File: config.mk
export PLATFORM = sky130hd
export DESIGN_NAME = bmhq_cell
export DESIGN_NICKNAME = d
export VERILOG_FILES = /design/src/bmhq_pkg.sv /design/src/bmhq_ram.sv /design/src/bmhq_cell.sv
export SDC_FILE = /design/constraint.sdc
export NUM_CORES = 1
export LEC_CHECK = 0
export BUFFER_PORTS_ARGS = -buffer_cell sky130_fd_sc_hd__buf_2
export CAP_MARGIN = 15
export CORE_MARGIN = 2
export CORE_UTILIZATION = 35
export DETAILED_ROUTE_END_ITERATION = 10
export SYNTH_ARGS = -nofsm -noshare
export SYNTH_HDL_FRONTEND = slang
export SYNTH_SLANG_ARGS = --single-unit
File: constraint.sdc
create_clock -name i_clk -period 4.1 [get_ports i_clk]
set_clock_uncertainty 0.2 [all_clocks]
set_input_delay 0.82 -clock i_clk [delete_from_list [all_inputs] [get_ports i_clk]]
set_output_delay 0.82 -clock i_clk [all_outputs]
set_load 0.02 [all_outputs]
File: src/bmhq_pkg.sv
// ============================================================================
// bmhq_pkg
// Shared types, codes and helpers for the binary min-heap queue.
// ============================================================================
`default_nettype none

package bmhq_pkg;

    localparam int DATA_W = 16;
    localparam int CNT_W  = 8;
    localparam int LVL_W  = 3;

    // Result value of a delete or peek on an empty queue
    localparam logic [DATA_W-1:0] EMPTY_MARK = 16'h8001;

    typedef enum logic [1:0] {
        OP_INSERT = 2'd0,
        OP_DELETE = 2'd1,
        OP_PEEK   = 2'd2,
        OP_CLEAR  = 2'd3
    } t_opcode;

    typedef enum logic [1:0] {
        STS_OK    = 2'd0,
        STS_FULL  = 2'd1,
        STS_EMPTY = 2'd2
    } t_status;

    typedef enum logic [2:0] {
        ST_IDLE,
        ST_PROBE,
        ST_FETCH,
        ST_RUN,
        ST_RESP
    } t_state;

    typedef enum logic {
        TOK_INS,
        TOK_DEL
    } t_tok_op;

    // Work token moving down the chain of level cells.
    // insert: num = target slot, lvl = level of that slot, val = carried value
    // delete: num = count after removal, idx = parent slot, val = old last entry
    typedef struct packed {
        logic              valid;
        t_tok_op           op;
        logic [CNT_W-1:0]  num;
        logic [LVL_W-1:0]  lvl;
        logic [CNT_W-1:0]  idx;
        logic [DATA_W-1:0] val;
    } t_tok;

    // Write request sent from a cell to the cell one level up
    typedef struct packed {
        logic              en;
        logic [CNT_W-1:0]  idx;
        logic [DATA_W-1:0] val;
    } t_wb;

    // Broadcast read of the root and of one slot by global index
    typedef struct packed {
        logic             en;
        logic [CNT_W-1:0] gidx;
    } t_probe;

    // Heap level of a 1-based slot index (floor of log2)
    function automatic logic [LVL_W-1:0] f_level(input logic [CNT_W-1:0] g);
        logic [LVL_W-1:0] r;
        r = '0;
        for (int b = 1; b < CNT_W; b++) begin
            if (g[b]) begin
                r = LVL_W'(b);
            end
        end
        return r;
    endfunction

endpackage

`default_nettype wire

File: src/bmhq_ram.sv
// ============================================================================
// bmhq_ram
// Generic RAM: one write port, two read ports, registered read data.
// ============================================================================
`default_nettype none

module bmhq_ram #(
    parameter int WIDTH = 16,
    parameter int DEPTH = 8
) (
    input  wire logic                                  i_clk,
    input  wire logic                                  i_we,
    input  wire logic [(DEPTH > 1 ? $clog2(DEPTH) : 1)-1:0] i_waddr,
    input  wire logic [WIDTH-1:0]                      i_wdata,
    input  wire logic [(DEPTH > 1 ? $clog2(DEPTH) : 1)-1:0] i_ra_addr,
    input  wire logic [(DEPTH > 1 ? $clog2(DEPTH) : 1)-1:0] i_rb_addr,
    output logic      [WIDTH-1:0]                      o_ra_data,
    output logic      [WIDTH-1:0]                      o_rb_data
);

    logic [WIDTH-1:0] r_mem [DEPTH];

    // Write and registered reads
    always_ff @(posedge i_clk) begin
        if (i_we) begin
            r_mem[i_waddr] <= i_wdata;
        end
        o_ra_data <= r_mem[i_ra_addr];
        o_rb_data <= r_mem[i_rb_addr];
    end

endmodule

`default_nettype wire

File: src/bmhq_cell.sv
// ============================================================================
// bmhq_cell
// One heap level: owns the slots of level K and does one read-compare-write
// step of an insert or delete token before passing it to the next level.
// ============================================================================
`default_nettype none

module bmhq_cell #(
    parameter int K      = 0,
    parameter int LEVELS = 8
) (
    input  wire logic                i_clk,
    input  wire logic                i_rst_n,
    input  wire bmhq_pkg::t_tok      i_tok,
    output bmhq_pkg::t_tok           o_tok,
    input  wire bmhq_pkg::t_wb       i_wb,
    output bmhq_pkg::t_wb            o_wb,
    input  wire bmhq_pkg::t_probe    i_probe,
    output logic [bmhq_pkg::DATA_W-1:0] o_root,
    output logic [bmhq_pkg::DATA_W-1:0] o_last,
    output logic                     o_done
);

    localparam int DEPTH = 1 << K;
    localparam int AW    = (K == 0) ? 1 : K;
    localparam logic [bmhq_pkg::CNT_W-1:0] MASK = bmhq_pkg::CNT_W'((1 << K) - 1);
    localparam logic [bmhq_pkg::LVL_W-1:0] KL   = bmhq_pkg::LVL_W'(K);

    // Slot index within this level from a global 1-based slot index
    function automatic logic [AW-1:0] f_loc(input logic [bmhq_pkg::CNT_W-1:0] g);
        return AW'(g & MASK);
    endfunction

    bmhq_pkg::t_tok r_tok;
    bmhq_pkg::t_tok n_out;
    bmhq_pkg::t_tok r_out;

    logic [AW-1:0]                 w_ra_addr;
    logic [AW-1:0]                 w_rb_addr;
    logic [bmhq_pkg::DATA_W-1:0]   w_ra_data;
    logic [bmhq_pkg::DATA_W-1:0]   w_rb_data;
    logic                          w_own_we;
    logic [AW-1:0]                 w_own_addr;
    logic [bmhq_pkg::DATA_W-1:0]   w_own_data;
    logic                          w_we;
    logic [AW-1:0]                 w_waddr;
    logic [bmhq_pkg::DATA_W-1:0]   w_wdata;

    logic [bmhq_pkg::CNT_W-1:0]    w_in_g;
    logic [bmhq_pkg::CNT_W-1:0]    w_in_kid;
    logic [bmhq_pkg::CNT_W-1:0]    w_g;
    logic [bmhq_pkg::CNT_W-1:0]    w_kid;
    logic [bmhq_pkg::CNT_W-1:0]    w_sel_idx;
    logic [bmhq_pkg::DATA_W-1:0]   w_sel_val;

    // Latch the arriving token; its reads are issued in the same cycle
    always_ff @(posedge i_clk) begin
        if (!i_rst_n) begin
            r_tok <= '0;
            r_out <= '0;
        end else begin
            r_tok <= i_tok;
            r_out <= n_out;
        end
    end

    assign o_tok  = r_out;
    assign o_root = w_ra_data;
    assign o_last = w_rb_data;

    // Read addresses: probe, insert path slot, or both children of the hole
    always_comb begin
        w_in_g   = i_tok.num >> bmhq_pkg::LVL_W'(i_tok.lvl - KL);
        w_in_kid = {i_tok.idx[bmhq_pkg::CNT_W-2:0], 1'b0};
        if (i_probe.en) begin
            w_ra_addr = '0;
            w_rb_addr = f_loc(i_probe.gidx);
        end else if (i_tok.op == bmhq_pkg::TOK_INS) begin
            w_ra_addr = f_loc(w_in_g);
            w_rb_addr = f_loc(w_in_g);
        end else begin
            w_ra_addr = f_loc(w_in_kid);
            w_rb_addr = f_loc(w_in_kid | bmhq_pkg::CNT_W'(1));
        end
    end

    // Compare step on the read data
    always_comb begin
        n_out      = '0;
        o_wb       = '0;
        o_done     = 1'b0;
        w_own_we   = 1'b0;
        w_own_addr = '0;
        w_own_data = r_tok.val;
        w_g        = r_tok.num >> bmhq_pkg::LVL_W'(r_tok.lvl - KL);
        w_kid      = {r_tok.idx[bmhq_pkg::CNT_W-2:0], 1'b0};
        w_sel_idx  = w_kid;
        w_sel_val  = w_ra_data;
        if (r_tok.valid) begin
            if (r_tok.op == bmhq_pkg::TOK_INS) begin
                w_own_addr = f_loc(w_g);
                if (r_tok.lvl == KL) begin
                    // new slot reached: drop the carried value here
                    w_own_we = 1'b1;
                    o_done   = 1'b1;
                end else begin
                    n_out = r_tok;
                    if ($signed(w_ra_data) > $signed(r_tok.val)) begin
                        w_own_we  = 1'b1;
                        n_out.val = w_ra_data;
                    end
                end
            end else if (K == 0) begin
                // root has no parent: pass the delete on to level one
                n_out = r_tok;
            end else begin
                if (w_kid > r_tok.num) begin
                    // hole has no child: old last entry settles in the hole
                    o_wb   = '{en: 1'b1, idx: r_tok.idx, val: r_tok.val};
                    o_done = 1'b1;
                end else begin
                    if ((w_kid != r_tok.num) && ($signed(w_rb_data) < $signed(w_ra_data)))
                    begin
                        w_sel_idx = w_kid | bmhq_pkg::CNT_W'(1);
                        w_sel_val = w_rb_data;
                    end
                    if ($signed(r_tok.val) > $signed(w_sel_val)) begin
                        // move the smaller child up, hole moves down
                        o_wb = '{en: 1'b1, idx: r_tok.idx, val: w_sel_val};
                        if (K == LEVELS - 1) begin
                            w_own_we   = 1'b1;
                            w_own_addr = f_loc(w_sel_idx);
                            o_done     = 1'b1;
                        end else begin
                            n_out     = r_tok;
                            n_out.idx = w_sel_idx;
                        end
                    end else begin
                        o_wb   = '{en: 1'b1, idx: r_tok.idx, val: r_tok.val};
                        o_done = 1'b1;
                    end
                end
            end
        end
    end

    // Write port: requests from the level below, else own writes
    always_comb begin
        if (i_wb.en) begin
            w_we    = 1'b1;
            w_waddr = f_loc(i_wb.idx);
            w_wdata = i_wb.val;
        end else begin
            w_we    = w_own_we;
            w_waddr = w_own_addr;
            w_wdata = w_own_data;
        end
    end

    bmhq_ram #(
        .WIDTH (bmhq_pkg::DATA_W),
        .DEPTH (DEPTH)
    ) u_ram (
        .i_clk     (i_clk),
        .i_we      (w_we),
        .i_waddr   (w_waddr),
        .i_wdata   (w_wdata),
        .i_ra_addr (w_ra_addr),
        .i_rb_addr (w_rb_addr),
        .o_ra_data (w_ra_data),
        .o_rb_data (w_rb_data)
    );

endmodule

`default_nettype wire

Yosys cells after proc, flatten, opt, wreduce, memory -nomap -nowiden
Memory sizes are Yosys's and may differ from the RTL's. A register that Yosys moved wholly into a read port is not among the register bits.
Cells that the tools add are included.

storage, ports and cells
  RAM bits = 16
  flip-flop bits (word level) = 74
  input port bits = 73
  memories = 1
  output and inout port bits = 95
  ROM bits = 0
  bits in latches = 0
  logic and storage cells = 30

cells by class
  multiplexer cells = 14
  $add $sub $neg = 0
  equality and inequality tests = 0
  bitwise operators = 0
  multiply operators = 0
  reductions and logical operators = 2
  divide/modulo/power cells = 0
  $lt $le $gt $ge = 1
  shift operators = 0

memory list
  memory       words  bits a word  rd ports  clocked after Yosys merged registers in  write ports  line            text
  u_ram.r_mem  1      16           1         1                                        1            bmhq_ram.sv:21  logic [WIDTH-1:0] r_mem [DEPTH];

operators by type and width
  operator          number
  $mux 37           2
  $mux 16           2
  $gt 16x16->1      1
  $mux 1            10
  $logic_not 3->1   1
  $reduce_and 2->1  1

Logic depth before layout (Yosys ltp)
  depth after elaboration = 8
  depth in mapped cells = 9
  depth with buffers taken out = 8

Modules after synthesis
From an unflattened synthesis, not the netlist that was laid out.

second synthesis, totals
  cell total of the unflattened synthesis = 363
  area, all modules = 3,941.3 µm²

by module, submodules not included
  module     instances  cells each  seq. area each (µm²)  area an instance (µm²)
  bmhq_cell  1          315         1,481.4               3,020.4
  bmhq_ram   1          48          800.8                 920.9

Worst setup path after synthesis
OpenSTA, ideal clock, no wires.

  path type = register to register
  from = reg u_ram.o_rb_data[7] (netlist name)
  to = mem u_ram.r_mem[0][0], enable pin
  buffers on the path = 1
  setup slack = 0.866 ns
  data arrival time = 2.640 ns
  cell stages (with the launch flop) = 9
  period minus slack after synthesis = 3.234 ns
  required time = 3.506 ns
  setup time = 0.394 ns
  path through = dfxtp_1 > ha_1 > and4_1 > nand4_2 > nor2_1 > nor3b_1 > mux2i_4 > buf_6 > a21oi_1

RTL lines
  element        line
  end, declared  bmhq_ram.sv:21

Worst setup path after layout
  from = reg r_tok, in the netlist w_own_data[15]
  to = mem u_ram.r_mem[0][4], enable pin

on the way
  word-level cells in the longest chain between the ends = 8

RTL lines
  element                       line              text
  start, declared               bmhq_cell.sv:34   bmhq_pkg::t_tok r_tok;
  start signal, assigned        bmhq_cell.sv:62   r_tok <= i_tok;
  $gt 16x16->1                  bmhq_cell.sv:108  if ($signed(w_ra_data) > $signed(r_tok.val)) begin
  $mux 1                        bmhq_cell.sv:108
  $mux 1                        bmhq_cell.sv:102  if (r_tok.lvl == KL) begin
  $mux 1                        bmhq_cell.sv:100  if (r_tok.op == bmhq_pkg::TOK_INS) begin
  $mux 1                        bmhq_cell.sv:99   if (r_tok.valid) begin
  $mux 1                        bmhq_cell.sv:149  if (i_wb.en) begin
  named net u_ram.i_we          bmhq_ram.sv:12    input wire logic i_we,
  $mux 1                        bmhq_ram.sv:25    if (i_we) begin
  $mux 1 (implied by the code)  bmhq_ram.sv:26    r_mem[i_waddr] <= i_wdata;

The timed path passes the listed nets, and every way through them passes these cells.

==> reports/qor.csv <==
stage,metric,value,unit
outcome,status,"finished, final reports clean",
worst_setup_path,crit_fanout,12,
power,power.clock.fraction,36.5,%
cells_and_area,syn2layout_area_growth,22.1,%
power,p_int,0.00175,W
yosys,ys_ff_latch,106,
sta,setup_tns,0,ns
yosys,synth_area_per_cell,10.9,um^2
sta,worst_slew_pin_slew,0.613,ns
worst_setup_path,crit_type,reg -> reg,
routing,drc,0,
cells_and_area,drive_gt1_share,32.2,%
routing,drtAntennaViolNets,0,
cells_and_area,fin_area,4810,um^2
cts,cts-buffers-inserted,9,
power,leakagePower,2.30,nW
worst_setup_path,crit_path_start,w_own_data[15],
power,switching_share,25.0,%
worst_setup_path,rr_worst_depth,9,
placed_design,place_area,4510,um^2
global_route,antenna_found_initial,1,
min_path,hp-class,reg -> reg,
min_path,hold_path_depth,0,
cells_and_area,fillCellCount,1086,
global_route,grt_pass1_vias,2444,
global_route,gr-usage-all-layers,13.1,%
sta,setup_viol,0,
placed_design,dp_hpwl,5620,um
worst_setup_path,arrival,2.59,ns
job,drv_cap,0,
routing,dr.pass1.iters,4,
cts,h-tree-depth,3,
cells_and_area,regArea,2280,um^2
worst_setup_path,crit_path_start_kind,register,
routing,drt_iter0_markers,76,
cts,cts_setup_buffers,0,
sta,max_freq,0.364,GHz
die,core_area,10900,um^2
routing,routed_wl,7830,um
worst_setup_path,worstSetupEndpointType,register,
cells_and_area,n_antenna_cell,0,
cts,clk_path_buf_depth,2,
yosys,yosysWarningCount,0,
die,start_util,36.0,%
yosys,ys_types,36,
worst_setup_path,reg2reg_from,w_own_data[15],
cells_and_area,layout.nets,563,
min_path,min_from,u_ram.r_mem[0][0],
routing,vias,2682,
cts,clk_pin_slew,0.06,ns
yosys,ys_seq_area_share,57.9,%
placed_design,gp_congestion,0.703,
routing,wl_per_cell,12.7,um
placed_design,place.port_buffers,125,
die,die_y,110,um
power,power_density,484,nW/um^2
die,ios,168,
sta,rsz0062_at_grt,false,
yosys,netlist_area,3940,um^2
cells_and_area,multi_input_comb_area,1330,um^2
global_route,grt_overflow,0,
power,p_sw,0.000582,W
sta,period_share,67.1,%
cts,post_cts_resized,0,
power,p_seq_share,49.7,%
cts,cts_root_buf,clkbuf_16,
cts,postCtsHoldBufs,0,
cts,clkLatencyLatePin,0.34,ns
global_route,grt_pass1_wl,11700,um
routing,vias_per_cell,4.33,
cts,cts_tree,yes,
die,die_w,110,um
die,fp.dieArea,12100,um^2
cts,clock_sinks,106,
sta,hold_viol_final,0,
worst_setup_path,worstPathRequired,3.94,ns
yosys,synthCells,363,
die,std_cell_rows,38,
global_route,grt_max_degree,43,
power,peakVddDrop,0.000320,V
sta,period_minus_slack,2.75,ns
sta,max_slew_margin,59.1,%
sta,maxSlewViolCount,0,
power,comb_power_share,13.8,%
[power by group through the flow]
stage | Sequential (W) | Combinational, W | Clock (W)
after floorplan | 0.00121 | 0.000226 | 0
after global placement | 0.00118 | 0.000323 | 0
after detailed placement | 0.00118 | 0.000325 | 0
after CTS | 0.00116 | 0.000326 | 0.000881
after global routing | 0.00117 | 0.000357 | 0.000917
final | 0.00116 | 0.000321 | 0.000851
[cell families after synthesis]
| logic type | after synthesis | synth area share, % |
|---|---|---|
| AND/OR/NAND/NOR | 121 | 16.4 |
| other | 1 | 0.0951 |
| flip-flops | 106 | 57.9 |
| adder cells (fa/ha/maj) | 16 | 5.08 |
| multiplexers | 11 | 3.14 |
| AO/OA/AOI/OAI | 37 | 6.48 |
| buffers and inverters | 71 | 10.9 |
[synth_stat cells, drive strengths merged]
library cell,instances,area share [%]
a2bb2o,1,0.51
dfxtp,90,46
o211a,1,0.25
nor2b,2,0.32
or4,1,0.19
and3,4,0.63
nand4,2,0.48
a21o,1,0.19
edfxtp,16,12
nor3,1,0.13
ha,16,5.1
mux2,1,0.29
nand2,44,4.2
o221ai,1,0.38
nor3b,2,0.38
nand3,2,0.25
o211ai,2,0.38
and4,2,0.51
o21ai,16,2.0
inv,18,1.7
conb,1,0.095
nor4,1,0.16
buf,42,8.1
and2,54,8.6
o2bb2ai,6,1.3
a21oi,8,1.2
nor2,6,0.64
clkbuf,11,1.0
mux2i,10,2.9
o21a,1,0.19
[sequential cells by signal, summed over array words and instances, names as in the netlist]
name	count
w_own_data	16
o_tok	37
r_tok	21
u_ram.r_mem	16
u_ram.o_rb_data	16
[metrics by stage]
stage | setup WS, ns | power [W] | util, % | instances | hold WS, ns
global placement | 1.24 | 0.00150 | 41.2 | 603 | 0.124
floorplan | 0.866 | 0.00143 | - | 387 | 0.123
CTS | 1.30 | 0.00237 | 44.0 | 619 | 0.140
detailed placement | 1.21 | 0.00151 | 41.2 | 603 | 0.128
finish | 1.35 | 0.00233 | 44.0 | 619 | 0.141
global route | 1.09 | 0.00244 | 44.0 | 619 | 0.152
[placed cells by master (no fill, tap or decap), drive strengths merged, types with 4 or more instances in the layout]
| cell type | count |
|---|---|
| clkbuf | 15 |
| nor2 | 6 |
| conb | 25 |
| ha | 16 |
| o2bb2ai | 6 |
| nand2 | 44 |
| o21ai | 16 |
| inv | 18 |
| and3 | 4 |
| buf | 129 |
| a21oi | 8 |
| dfxtp | 90 |
| mux2i | 10 |
| and2 | 54 |
| edfxtp | 16 |
[final cells by class]
cell class	count	area share [%]
sequential	106	47.4
clock inverter	1	0.104
multi-input combinational	210	27.6
inverter	18	1.40
timing repair buffer	129	13.6
tap	140	3.64
clock buffer	15	6.24
[critical path: stages (launching register included)]
cell	delay (ns)
dfxtp_1	0.33
inv_1	0.05
ha_1	0.34
and4_4	0.28
nand4_2	0.16
a21oi_2	0.17
nor2_2	0.08
mux2i_4	0.19
a21oi_2	0.34
buf_4	0.30
[per-layer routing]
| metal | wire length, um | share of wire [%] | up-vias | track usage (%) |
|---|---|---|---|---|
| li1 | - | - | 1335 | - |
| met1 | 3350 | 43 | 1227 | 15.3 |
| met2 | 3630 | 46 | 106 | 21.5 |
| met3 | 726 | 9.3 | 12 | 5.82 |
| met4 | 108 | 1.4 | 2 | 4.55 |
| met5 | 14 | 0.18 | - | 0 |
[final timing paths]
path	endpoint	slack (ns)
hold / removal	u_ram.o_rb_data[0]	0.14
setup / recovery	u_ram.r_mem[0][4]	1.35
setup reg to reg	u_ram.r_mem[0][4]	1.35
hold reg to reg	u_ram.o_rb_data[0]	0.14
No activity file was read; power rests on OpenSTA's default activity.
