$ cat src/bmhq_pkg.sv
// ============================================================================
// bmhq_pkg
// Shared types, codes and helpers for the binary min-heap queue.
// ============================================================================
`default_nettype none

package bmhq_pkg;

    localparam int DATA_W = 16;
    localparam int CNT_W  = 8;
    localparam int LVL_W  = 3;

    // Result value of a delete or peek on an empty queue
    localparam logic [DATA_W-1:0] EMPTY_MARK = 16'h8001;

    typedef enum logic [1:0] {
        OP_INSERT = 2'd0,
        OP_DELETE = 2'd1,
        OP_PEEK   = 2'd2,
        OP_CLEAR  = 2'd3
    } t_opcode;

    typedef enum logic [1:0] {
        STS_OK    = 2'd0,
        STS_FULL  = 2'd1,
        STS_EMPTY = 2'd2
    } t_status;

    typedef enum logic [2:0] {
        ST_IDLE,
        ST_PROBE,
        ST_FETCH,
        ST_RUN,
        ST_RESP
    } t_state;

    typedef enum logic {
        TOK_INS,
        TOK_DEL
    } t_tok_op;

    // Work token moving down the chain of level cells.
    // insert: num = target slot, lvl = level of that slot, val = carried value
    // delete: num = count after removal, idx = parent slot, val = old last entry
    typedef struct packed {
        logic              valid;
        t_tok_op           op;
        logic [CNT_W-1:0]  num;
        logic [LVL_W-1:0]  lvl;
        logic [CNT_W-1:0]  idx;
        logic [DATA_W-1:0] val;
    } t_tok;

    // Write request sent from a cell to the cell one level up
    typedef struct packed {
        logic              en;
        logic [CNT_W-1:0]  idx;
        logic [DATA_W-1:0] val;
    } t_wb;

    // Broadcast read of the root and of one slot by global index
    typedef struct packed {
        logic             en;
        logic [CNT_W-1:0] gidx;
    } t_probe;

    // Heap level of a 1-based slot index (floor of log2)
    function automatic logic [LVL_W-1:0] f_level(input logic [CNT_W-1:0] g);
        logic [LVL_W-1:0] r;
        r = '0;
        for (int b = 1; b < CNT_W; b++) begin
            if (g[b]) begin
                r = LVL_W'(b);
            end
        end
        return r;
    endfunction

endpackage

`default_nettype wire

$ cat src/bmhq_ctrl.sv
// ============================================================================
// bmhq_ctrl
// Operation sequencer: decodes items, keeps the entry count, launches tokens
// into the level chain and holds the result register.
// ============================================================================
`default_nettype none

module bmhq_ctrl #(
    parameter int LEVELS = 8
) (
    input  wire logic                          i_clk,
    input  wire logic                          i_rst_n,
    input  wire logic                          i_in_valid,
    output logic                               o_in_ready,
    input  wire logic [1:0]                    i_in_op,
    input  wire logic [bmhq_pkg::DATA_W-1:0]   i_in_value,
    output logic                               o_out_valid,
    input  wire logic                          i_out_ready,
    output logic [31:0]                        o_out_data,
    input  wire logic [bmhq_pkg::CNT_W-1:0]    i_limit,
    output bmhq_pkg::t_tok                     o_tok,
    output bmhq_pkg::t_probe                   o_probe,
    input  wire logic [bmhq_pkg::DATA_W-1:0]   i_root,
    input  wire logic [bmhq_pkg::DATA_W-1:0]   i_last [LEVELS],
    input  wire logic                          i_done
);

    localparam int LW = (LEVELS > 1) ? $clog2(LEVELS) : 1;

    bmhq_pkg::t_state            r_state, n_state;
    logic [bmhq_pkg::CNT_W-1:0]  r_count, n_count;
    bmhq_pkg::t_opcode           r_op, n_op;
    logic [bmhq_pkg::DATA_W-1:0] r_res, n_res;
    bmhq_pkg::t_status           r_status, n_status;
    bmhq_pkg::t_tok              r_tok, n_tok;
    logic                        r_out_valid, n_out_valid;
    logic [31:0]                 r_out_data, n_out_data;

    logic                        w_accept;
    bmhq_pkg::t_opcode           w_op;
    logic [bmhq_pkg::CNT_W-1:0]  w_inc;
    logic [bmhq_pkg::CNT_W-1:0]  w_dec;

    assign w_op     = bmhq_pkg::t_opcode'(i_in_op);
    assign w_accept = i_in_valid && o_in_ready;
    assign w_inc    = r_count + bmhq_pkg::CNT_W'(1);
    assign w_dec    = r_count - bmhq_pkg::CNT_W'(1);

    assign o_in_ready  = (r_state == bmhq_pkg::ST_IDLE);
    assign o_out_valid = r_out_valid;
    assign o_out_data  = r_out_data;
    assign o_tok       = r_tok;
    assign o_probe     = '{en: (r_state == bmhq_pkg::ST_PROBE), gidx: r_count};

    // State and result registers
    always_ff @(posedge i_clk) begin
        if (!i_rst_n) begin
            r_state     <= bmhq_pkg::ST_IDLE;
            r_count     <= '0;
            r_tok       <= '0;
            r_out_valid <= 1'b0;
        end else begin
            r_state     <= n_state;
            r_count     <= n_count;
            r_tok       <= n_tok;
            r_out_valid <= n_out_valid;
        end
        r_op       <= n_op;
        r_res      <= n_res;
        r_status   <= n_status;
        r_out_data <= n_out_data;
    end

    // Next state and outputs
    always_comb begin
        n_state     = r_state;
        n_count     = r_count;
        n_op        = r_op;
        n_res       = r_res;
        n_status    = r_status;
        n_tok       = '0;
        n_out_valid = r_out_valid && !i_out_ready;
        n_out_data  = r_out_data;
        case (r_state)
            bmhq_pkg::ST_IDLE: begin
                if (w_accept) begin
                    n_op     = w_op;
                    n_res    = '0;
                    n_status = bmhq_pkg::STS_OK;
                    case (w_op)
                        bmhq_pkg::OP_INSERT: begin
                            if (r_count >= i_limit) begin
                                n_status = bmhq_pkg::STS_FULL;
                                n_state  = bmhq_pkg::ST_RESP;
                            end else begin
                                n_count = w_inc;
                                n_tok   = '{valid: 1'b1, op: bmhq_pkg::TOK_INS, num: w_inc,
                                            lvl: bmhq_pkg::f_level(w_inc), idx: '0,
                                            val: i_in_value};
                                n_state = bmhq_pkg::ST_RUN;
                            end
                        end
                        bmhq_pkg::OP_DELETE, bmhq_pkg::OP_PEEK: begin
                            if (r_count == '0) begin
                                n_res    = bmhq_pkg::EMPTY_MARK;
                                n_status = bmhq_pkg::STS_EMPTY;
                                n_state  = bmhq_pkg::ST_RESP;
                            end else begin
                                n_state = bmhq_pkg::ST_PROBE;
                            end
                        end
                        default: begin
                            n_count = '0;
                            n_state = bmhq_pkg::ST_RESP;
                        end
                    endcase
                end
            end
            bmhq_pkg::ST_PROBE: begin
                n_state = bmhq_pkg::ST_FETCH;
            end
            bmhq_pkg::ST_FETCH: begin
                // root and last entry are on the read ports now
                n_res = i_root;
                if (r_op == bmhq_pkg::OP_DELETE) begin
                    n_count = w_dec;
                    n_tok   = '{valid: 1'b1, op: bmhq_pkg::TOK_DEL, num: w_dec, lvl: '0,
                                idx: bmhq_pkg::CNT_W'(1),
                                val: i_last[LW'(bmhq_pkg::f_level(r_count))]};
                    n_state = bmhq_pkg::ST_RUN;
                end else begin
                    n_state = bmhq_pkg::ST_RESP;
                end
            end
            bmhq_pkg::ST_RUN: begin
                if (i_done) begin
                    n_state = bmhq_pkg::ST_RESP;
                end
            end
            bmhq_pkg::ST_RESP: begin
                // load the output register once it is free
                if (!r_out_valid || i_out_ready) begin
                    n_out_valid = 1'b1;
                    n_out_data  = {4'b0000, (r_count >= i_limit), (r_count == '0),
                                   r_count, r_status, r_res};
                    n_state     = bmhq_pkg::ST_IDLE;
                end
            end
            default: begin
                n_state = bmhq_pkg::ST_IDLE;
            end
        endcase
    end

    // A cell finishes only while a token is out
    a_done_in_run: assert property (@(posedge i_clk) disable iff (!i_rst_n)
        i_done |-> (r_state == bmhq_pkg::ST_RUN))
        else $error("token finished outside run state");

    // Finish of a token always moves on to the response
    a_run_to_resp: assert property (@(posedge i_clk) disable iff (!i_rst_n)
        (r_state == bmhq_pkg::ST_RUN && i_done) |=> (r_state == bmhq_pkg::ST_RESP))
        else $error("finished token did not lead to a response");

endmodule

`default_nettype wire

$ cat config.mk
export PLATFORM = sky130hd
export DESIGN_NAME = bmhq_ctrl
export DESIGN_NICKNAME = d
export VERILOG_FILES = /design/src/bmhq_pkg.sv /design/src/bmhq_ctrl.sv
export SDC_FILE = /design/constraint.sdc
export NUM_CORES = 1
export LEC_CHECK = 0
export BUFFER_PORTS_ARGS = -buffer_cell sky130_fd_sc_hd__clkbuf_2
export CAP_MARGIN = 15
export CORE_MARGIN = 2
export CORE_UTILIZATION = 46
export DETAILED_ROUTE_END_ITERATION = 7
export MAX_ROUTING_LAYER = met4
export PLACE_DENSITY_LB_ADDON = 0.1
export SLEW_MARGIN = 30
export SYNTH_ARGS = -nofsm -noshare
export SYNTH_HDL_FRONTEND = slang
export SYNTH_SLANG_ARGS = --single-unit
export TNS_END_PERCENT = 30
$ cat constraint.sdc
create_clock -name i_clk -period 3.11 [get_ports i_clk]
set_input_delay 0.622 -clock i_clk [delete_from_list [all_inputs] [get_ports i_clk]]
set_output_delay 0.622 -clock i_clk [all_outputs]
set_load 0.05 [all_outputs]
; Word level (Yosys, flattened, before mapping)
; Cells that the tools add are included.
[totals]
elab_cells = 92
out_inout_bits = 80
reg_bits = 97
[classes]
reduce_logical = 15
n_mux = 46
n_addsub = 2
magnitude_cmp = 2
eq_ne = 13
n_bitwise = 1
[op_table]
columns = op, n
row1 = two-way mux 37 bit, 4
row2 = two-way mux 16 bit, 5
row3 = one-hot mux 37 bit (2 select lines), 1
row4 = two-way mux 3 bit, 20
row5 = binary-select mux 16 bit (select 3 bit), 1
row6 = one-hot mux 16 bit (2 select lines), 1
row7 = one-hot mux 8 bit (2 select lines), 2
row8 = two-way mux 8 bit, 3
row9 = one-hot mux 3 bit (5 select lines), 1
row10 = "adder 8 x 1 -> 8 bit, second input constant", 1
row11 = >= comparator 8 bit, 1
row12 = zero test 8 bit, 1
row13 = "inequality test 2 bit, second input constant", 4
row14 = "subtractor 8 x 1 -> 8 bit, second input constant", 1
row15 = "equality test 3 x 2 -> 1 bit, second input constant", 2
row16 = one-hot mux 3 bit (2 select lines), 1
row17 = AND reduction 2 bit, 3
row18 = two-way mux 1 bit, 5
row19 = AND reduction 5 bit, 1
row20 = "equality test 2 x 1 -> 1 bit, second input constant", 2
row21 = ">= comparator 4 bit, second input constant", 1
row22 = NOT 3 -> 4 bit, 1
row23 = one-hot mux 2 bit (2 select lines), 1
row24 = "equality test 3 x 1 -> 1 bit, second input constant", 1
row25 = 13 further kinds, 15

; Logic depth before layout (Yosys ltp)
[depth]
ltp_word = 15
depth_mapped = 10
mapped_depth_nobuf = 8

; Least setup slack after synthesis
; No wires, ideal clock.
[synth_timing]
kind = register -> register
from = register r_count[0] (netlist bit)
to = register r_tok (netlist bit o_tok[30])
path_stages_with_launch = 10
t_required_ps = 3050
setup_slack_ps = 294
path_buffers = 1
arrival_time_ps = 2757
path_cell_list = dfxtp_1 clkbuf_1 inv_1 ha_1 nand2b_1 a2111oi_2 o211a_1 nand2_1 o31ai_1 a221o_1
[synth_between]
elab_chain_cells = 5
[synth_rtl]
columns = item, line
row1 = start: declaration, bmhq_ctrl.sv:31  ; logic [bmhq_pkg::CNT_W-1:0] r_count, n_count;
row2 = start signal: assignment, bmhq_ctrl.sv:64  ; r_count <= n_count;
row3 = adder 8 x 1 -> 8 bit or >= comparator 8 bit (tied branches), "bmhq_ctrl.sv:46, bmhq_ctrl.sv:92"
row4 = two-way mux 37 bit, bmhq_ctrl.sv:92  ; if (r_count >= i_limit) begin
row5 = two-way mux 37 bit, bmhq_ctrl.sv:90  ; case (w_op)
row6 = two-way mux 37 bit, bmhq_ctrl.sv:86  ; if (w_accept) begin
row7 = one-hot mux 37 bit (2 select lines) *, bmhq_ctrl.sv:84  ; case (r_state)
row8 = end signal: assignment, bmhq_ctrl.sv:65  ; r_tok <= n_tok;
row9 = end: declaration, bmhq_ctrl.sv:35  ; bmhq_pkg::t_tok r_tok, n_tok;
; Every way passes the cells marked *; elsewhere a longest branch is shown, timed or not.
; A chain may end at the register's enable or synchronous reset.

; Worst setup path after layout
[layout_timing]
from = register r_count[5] (netlist bit)
to = register r_tok (netlist bit o_tok[30])
[layout_between]
elab_chain_cells = 5
[layout_rtl]
columns = item, line
row1 = >= comparator 8 bit, bmhq_ctrl.sv:92
row2 = two-way mux 37 bit, bmhq_ctrl.sv:92
row3 = two-way mux 37 bit, bmhq_ctrl.sv:90
row4 = two-way mux 37 bit, bmhq_ctrl.sv:86
row5 = one-hot mux 37 bit (2 select lines), bmhq_ctrl.sv:84
; No other way between the ends.

==> metrics.md <==
| Metric | Value |
|---|---|
| Layout overhead on the synthesized area | 31.3% |
| Post-route cell area | 6620 um^2 |
| Clock root cell | sky130_fd_sc_hd__clkbuf_8 |
| First-pass iteration count of the detailed router | 5 |
| Slew Limit Fails | 0 |
| Ratio of cells with drive above 1 in the final layout | 0.430 |
| Wire length on met2 | ~7800 um |
| Logic depth of the worst register-to-register path | 7 |
| Category of the worst setup path launch point | flip-flop |
| Highest cell delay on the worst timing path | about 800 ps |
| Remaining DRCs | 0 |
| Buffers added on ports | around 240 |
| YS warnings | 0 |
| Hold wc startpoint | r_res[6]$_SDFFCE_PN0P_ |
| Post-synth design cell area | 5040 um^2 |
| Post-CTS clock slew at the launch and capture registers of the worst setup and hold paths | approximately 90 ps |
| RSZ-0062 raised after global routing | no |
| Count of placed standard cells including taps | between 800 and 900 |
| Sum of routed wire length over all layers | around 16000 um |
| Series of cell instances along the critical path | ha_1 > a21oi_1 > o21a_1 > o211a_1 > nand2_1 > o31ai_1 > a221o_1 |
| Avg Synthesized Cell Area | about 10 um^2 |
| Kind of end point of the critical path | flip-flop |
| Final Net Count | 905 |
| CP max stage cell | sky130_fd_sc_hd__dfxtp_1 |
| Post-DP Area | around 6400 um^2 |
| Multi-input gate area in the final layout | approximately 2500 um^2 |
| Maximum number of buffers from clock root to sink | 2 |
| Hold/Removal Path Class | flip-flop to flip-flop |
| Ratio of routed vias to standard cells | about 5.7 |
| Ys async rst share | 0 |
| GP Congestion | between 0.9 and 1 |
| Gate family responsible for the most delay along the worst path | compound AO/OA/AOI/OAI gates |
| Antenna violations before repair | 0 |
| Required time worst endpoint | roughly 3400 ps |
| DR iter-0 viols | 343 |
| Core Rows | 38 |
| Number of antenna-violating nets in the routed design | 0 |
| Count of buffers added by post-CTS timing repair for setup | 0 |
| Total of endpoints with negative setup slack in the final report | 0 |
| Post-route clock period utilization | 0.823 |
| Clk Latency, worst-skew pair | between 300 and 400 ps |
| Primary FF master, synth | sky130_fd_sc_hd__edfxtp_1 |
| Critical register-to-register path endpoint | o_tok[30]$_SDFF_PN0_ |
| Vias | between 4000 and 5000 |
| Gate Count Post-Synth | roughly 480 |
| Gates resized, CTS repair | 0 |
| Global route overflow | 0 |
| Arrival time reported for the critical path endpoint | about 2900 ps |
| Achievable Freq | 391 MHz |
| Hold depth | 0 |
| Maximum number of pins on one net before global-route repair | 63 |
| Sink count of the clock tree | 89 |
| Initial core utilization | 0.469 |
| Commonest non-fill, non-tap cell in the layout | sky130_fd_sc_hd__clkbuf_2 |
| Depth of the CTS H-tree | 3 |
| Area of the die | roughly 12000 um^2 |
| Clock buffers created by TritonCTS | 9 |
| Number of global-route vias before repair | 4600 |
| Width of the chip | between 100 and 150 um |
| GR Util All Layers | 0.265 |
| Total count of hold-check failures in the final report | 0 |
| Worst-case register-to-register setup slack | 550 ps |
| Standby leakage power | 3.01 nW |
| Fin crit period | approximately 2600 ps |
| Number of diodes added for antenna fixing | 0 |
| CP max FO | 14 |
| Core region area | between 10000 and 15000 um^2 |
| Die span in y | 109 um |
| Fillers | a little under 1000 |
| Worst-Margin Slew | 741 ps |
| Top layer reached by signal wires | met4 |
| Clock Skews | roughly 11 ps |
| Amount of wire on met3 after detailed routing | around 1300 um |
| Number of flops mapped to enable cells by yosys | between 40 and 50 |
| IR Drop Worst-Case VDD | roughly 330 uV |
| Post-DR wirelength/cell | 18.1 um |
| Number of storage elements in the synthesis netlist | a little under 90 |
| HPWL after detailed placement | ~12000 um |
| Worst reg2reg startpoint | r_count[5]$_SDFFE_PN0P_ |
| Result of the run | finished, final reports clean |
| PD cells | 619 nW/um^2 |
| Wire length of the first global-routing pass | around 23000 um |
| Ports placed on the boundary | approximately 260 |
| Proportion of synthesized chip area in sequential cells | 0.449 |
| Crit Path Category | flip-flop to flip-flop |
| Normalized max-slew margin | 0.505 |
| Netlist cell types | between 50 and 60 |
| Number of max-cap violations | 0 |
| Wire length on met1 | roughly 6500 um |
| Setup TNS Final | 0 ps |
| Hold-fix buffer count after cts | 0 |
| Sum of buffers and inverters on the critical path | 0 |
| Hold EP | o_out_data[6]$_DFFE_PP_ |
| Final cell count without fillers | ~860 |
| Top library cells by usage in the layout, fill and taps aside | sky130_fd_sc_hd__clkbuf_2 (243), sky130_fd_sc_hd__edfxtp_1 (48), sky130_fd_sc_hd__dfxtp_1 (41), sky130_fd_sc_hd__a211oi_1 (34), sky130_fd_sc_hd__nor3b_1 (32) |
| Footprint of the flip-flops and latches | between 2000 and 2500 um^2 |
| TritonCTS clock tree | yes |
[flip-flops by register name, summed over array words and instances (netlist names)]
signal       count
o_tok           29
r_status         2
r_count          8
r_res           16
o_out_data      28
r_state          3
r_op             2
o_out_valid      1
[cell usage after synthesis, types with 10 or more instances]
| cell | n | area, um^2 |
|---|---|---|
| sky130_fd_sc_hd__edfxtp_1 | 48 | 1440 |
| sky130_fd_sc_hd__dfxtp_1 | 41 | 821 |
| sky130_fd_sc_hd__a211oi_1 | 34 | 255 |
| sky130_fd_sc_hd__nor3b_1 | 32 | 240 |
| sky130_fd_sc_hd__nand2_1 | 27 | 101 |
| sky130_fd_sc_hd__clkbuf_1 | 26 | 97.6 |
| sky130_fd_sc_hd__nor2_1 | 24 | 90.1 |
| sky130_fd_sc_hd__nor3_1 | 21 | 105 |
| sky130_fd_sc_hd__a21oi_1 | 18 | 90.1 |
| sky130_fd_sc_hd__and3_1 | 18 | 113 |
| sky130_fd_sc_hd__a221o_1 | 17 | 170 |
| sky130_fd_sc_hd__inv_1 | 17 | 63.8 |
| sky130_fd_sc_hd__mux4_2 | 15 | 338 |
| sky130_fd_sc_hd__buf_4 | 14 | 105 |
| sky130_fd_sc_hd__o21ai_0 | 13 | 65.1 |
| sky130_fd_sc_hd__buf_2 | 12 | 60.1 |
| sky130_fd_sc_hd__ha_1 | 12 | 150 |
| sky130_fd_sc_hd__nand3_1 | 10 | 50.1 |
[stage by stage]
stage,hold slack [ps],setup WS [ps],util,total power [W]
finish,425,549,0.616,0.00409
global route,440,418,0.616,0.00432
CTS,427,556,0.616,0.00411
detailed placement,405,380,0.597,0.00330
global placement,401,435,0.597,0.00327
floorplan,400,294,-,0.00280
[worst max path at each step]
| stage | start | end | slack [ps] | depth (start not counted) |
|---|---|---|---|---|
| floorplan | r_count[0]$_SDFFE_PN0P_ | o_tok[30]$_SDFF_PN0_ | 290 | 9 |
| global placement | i_limit[0] | o_tok[30]$_SDFF_PN0_ | 440 | 8 |
| detailed placement | i_limit[0] | o_tok[30]$_SDFF_PN0_ | 380 | 8 |
| CTS | r_count[5]$_SDFFE_PN0P_ | o_tok[6]$_SDFF_PN0_ | 560 | 7 |
| global route | r_count[5]$_SDFFE_PN0P_ | o_tok[30]$_SDFF_PN0_ | 420 | 7 |
| finish | r_count[5]$_SDFFE_PN0P_ | o_tok[30]$_SDFF_PN0_ | 550 | 7 |
[layout make-up]
type,instances,share of cell area
clock buffers,9,0.0187
inverters,18,0.0102
well taps,140,0.0265
multi-input cells,334,0.377
repair buffers,266,0.214
flip-flops and latches,89,0.342
clock inverters,7,0.0119
[report_power, final]
part           total (W)  internal (W)  switching [W]
clock           0.000806      0.000376       0.000429
combinational    0.00178      0.000664        0.00112
sequential       0.00151       0.00143      0.0000785
[cells by family (layout without fill, tap and decap cells)]
family,count (synthesis),after routing,share of synthesized area
multiplexers,19,19,0.0750
other,1,11,0.000744
adder cells (fa/ha/maj),12,12,0.0298
AO/OA/AOI/OAI,124,124,0.188
AND/OR/NAND/NOR,162,162,0.181
flip-flops,89,89,0.449
XOR/XNOR,6,6,0.0104
buffers and inverters,71,300,0.0663
[metal layers]
metal  up-vias  track usage
met1      2334        0.353
met2       231        0.423
li1       2300            -
met4         0       0.0714
met5         -            -
met3        19       0.0424
(Power assumes the default switching activity.)
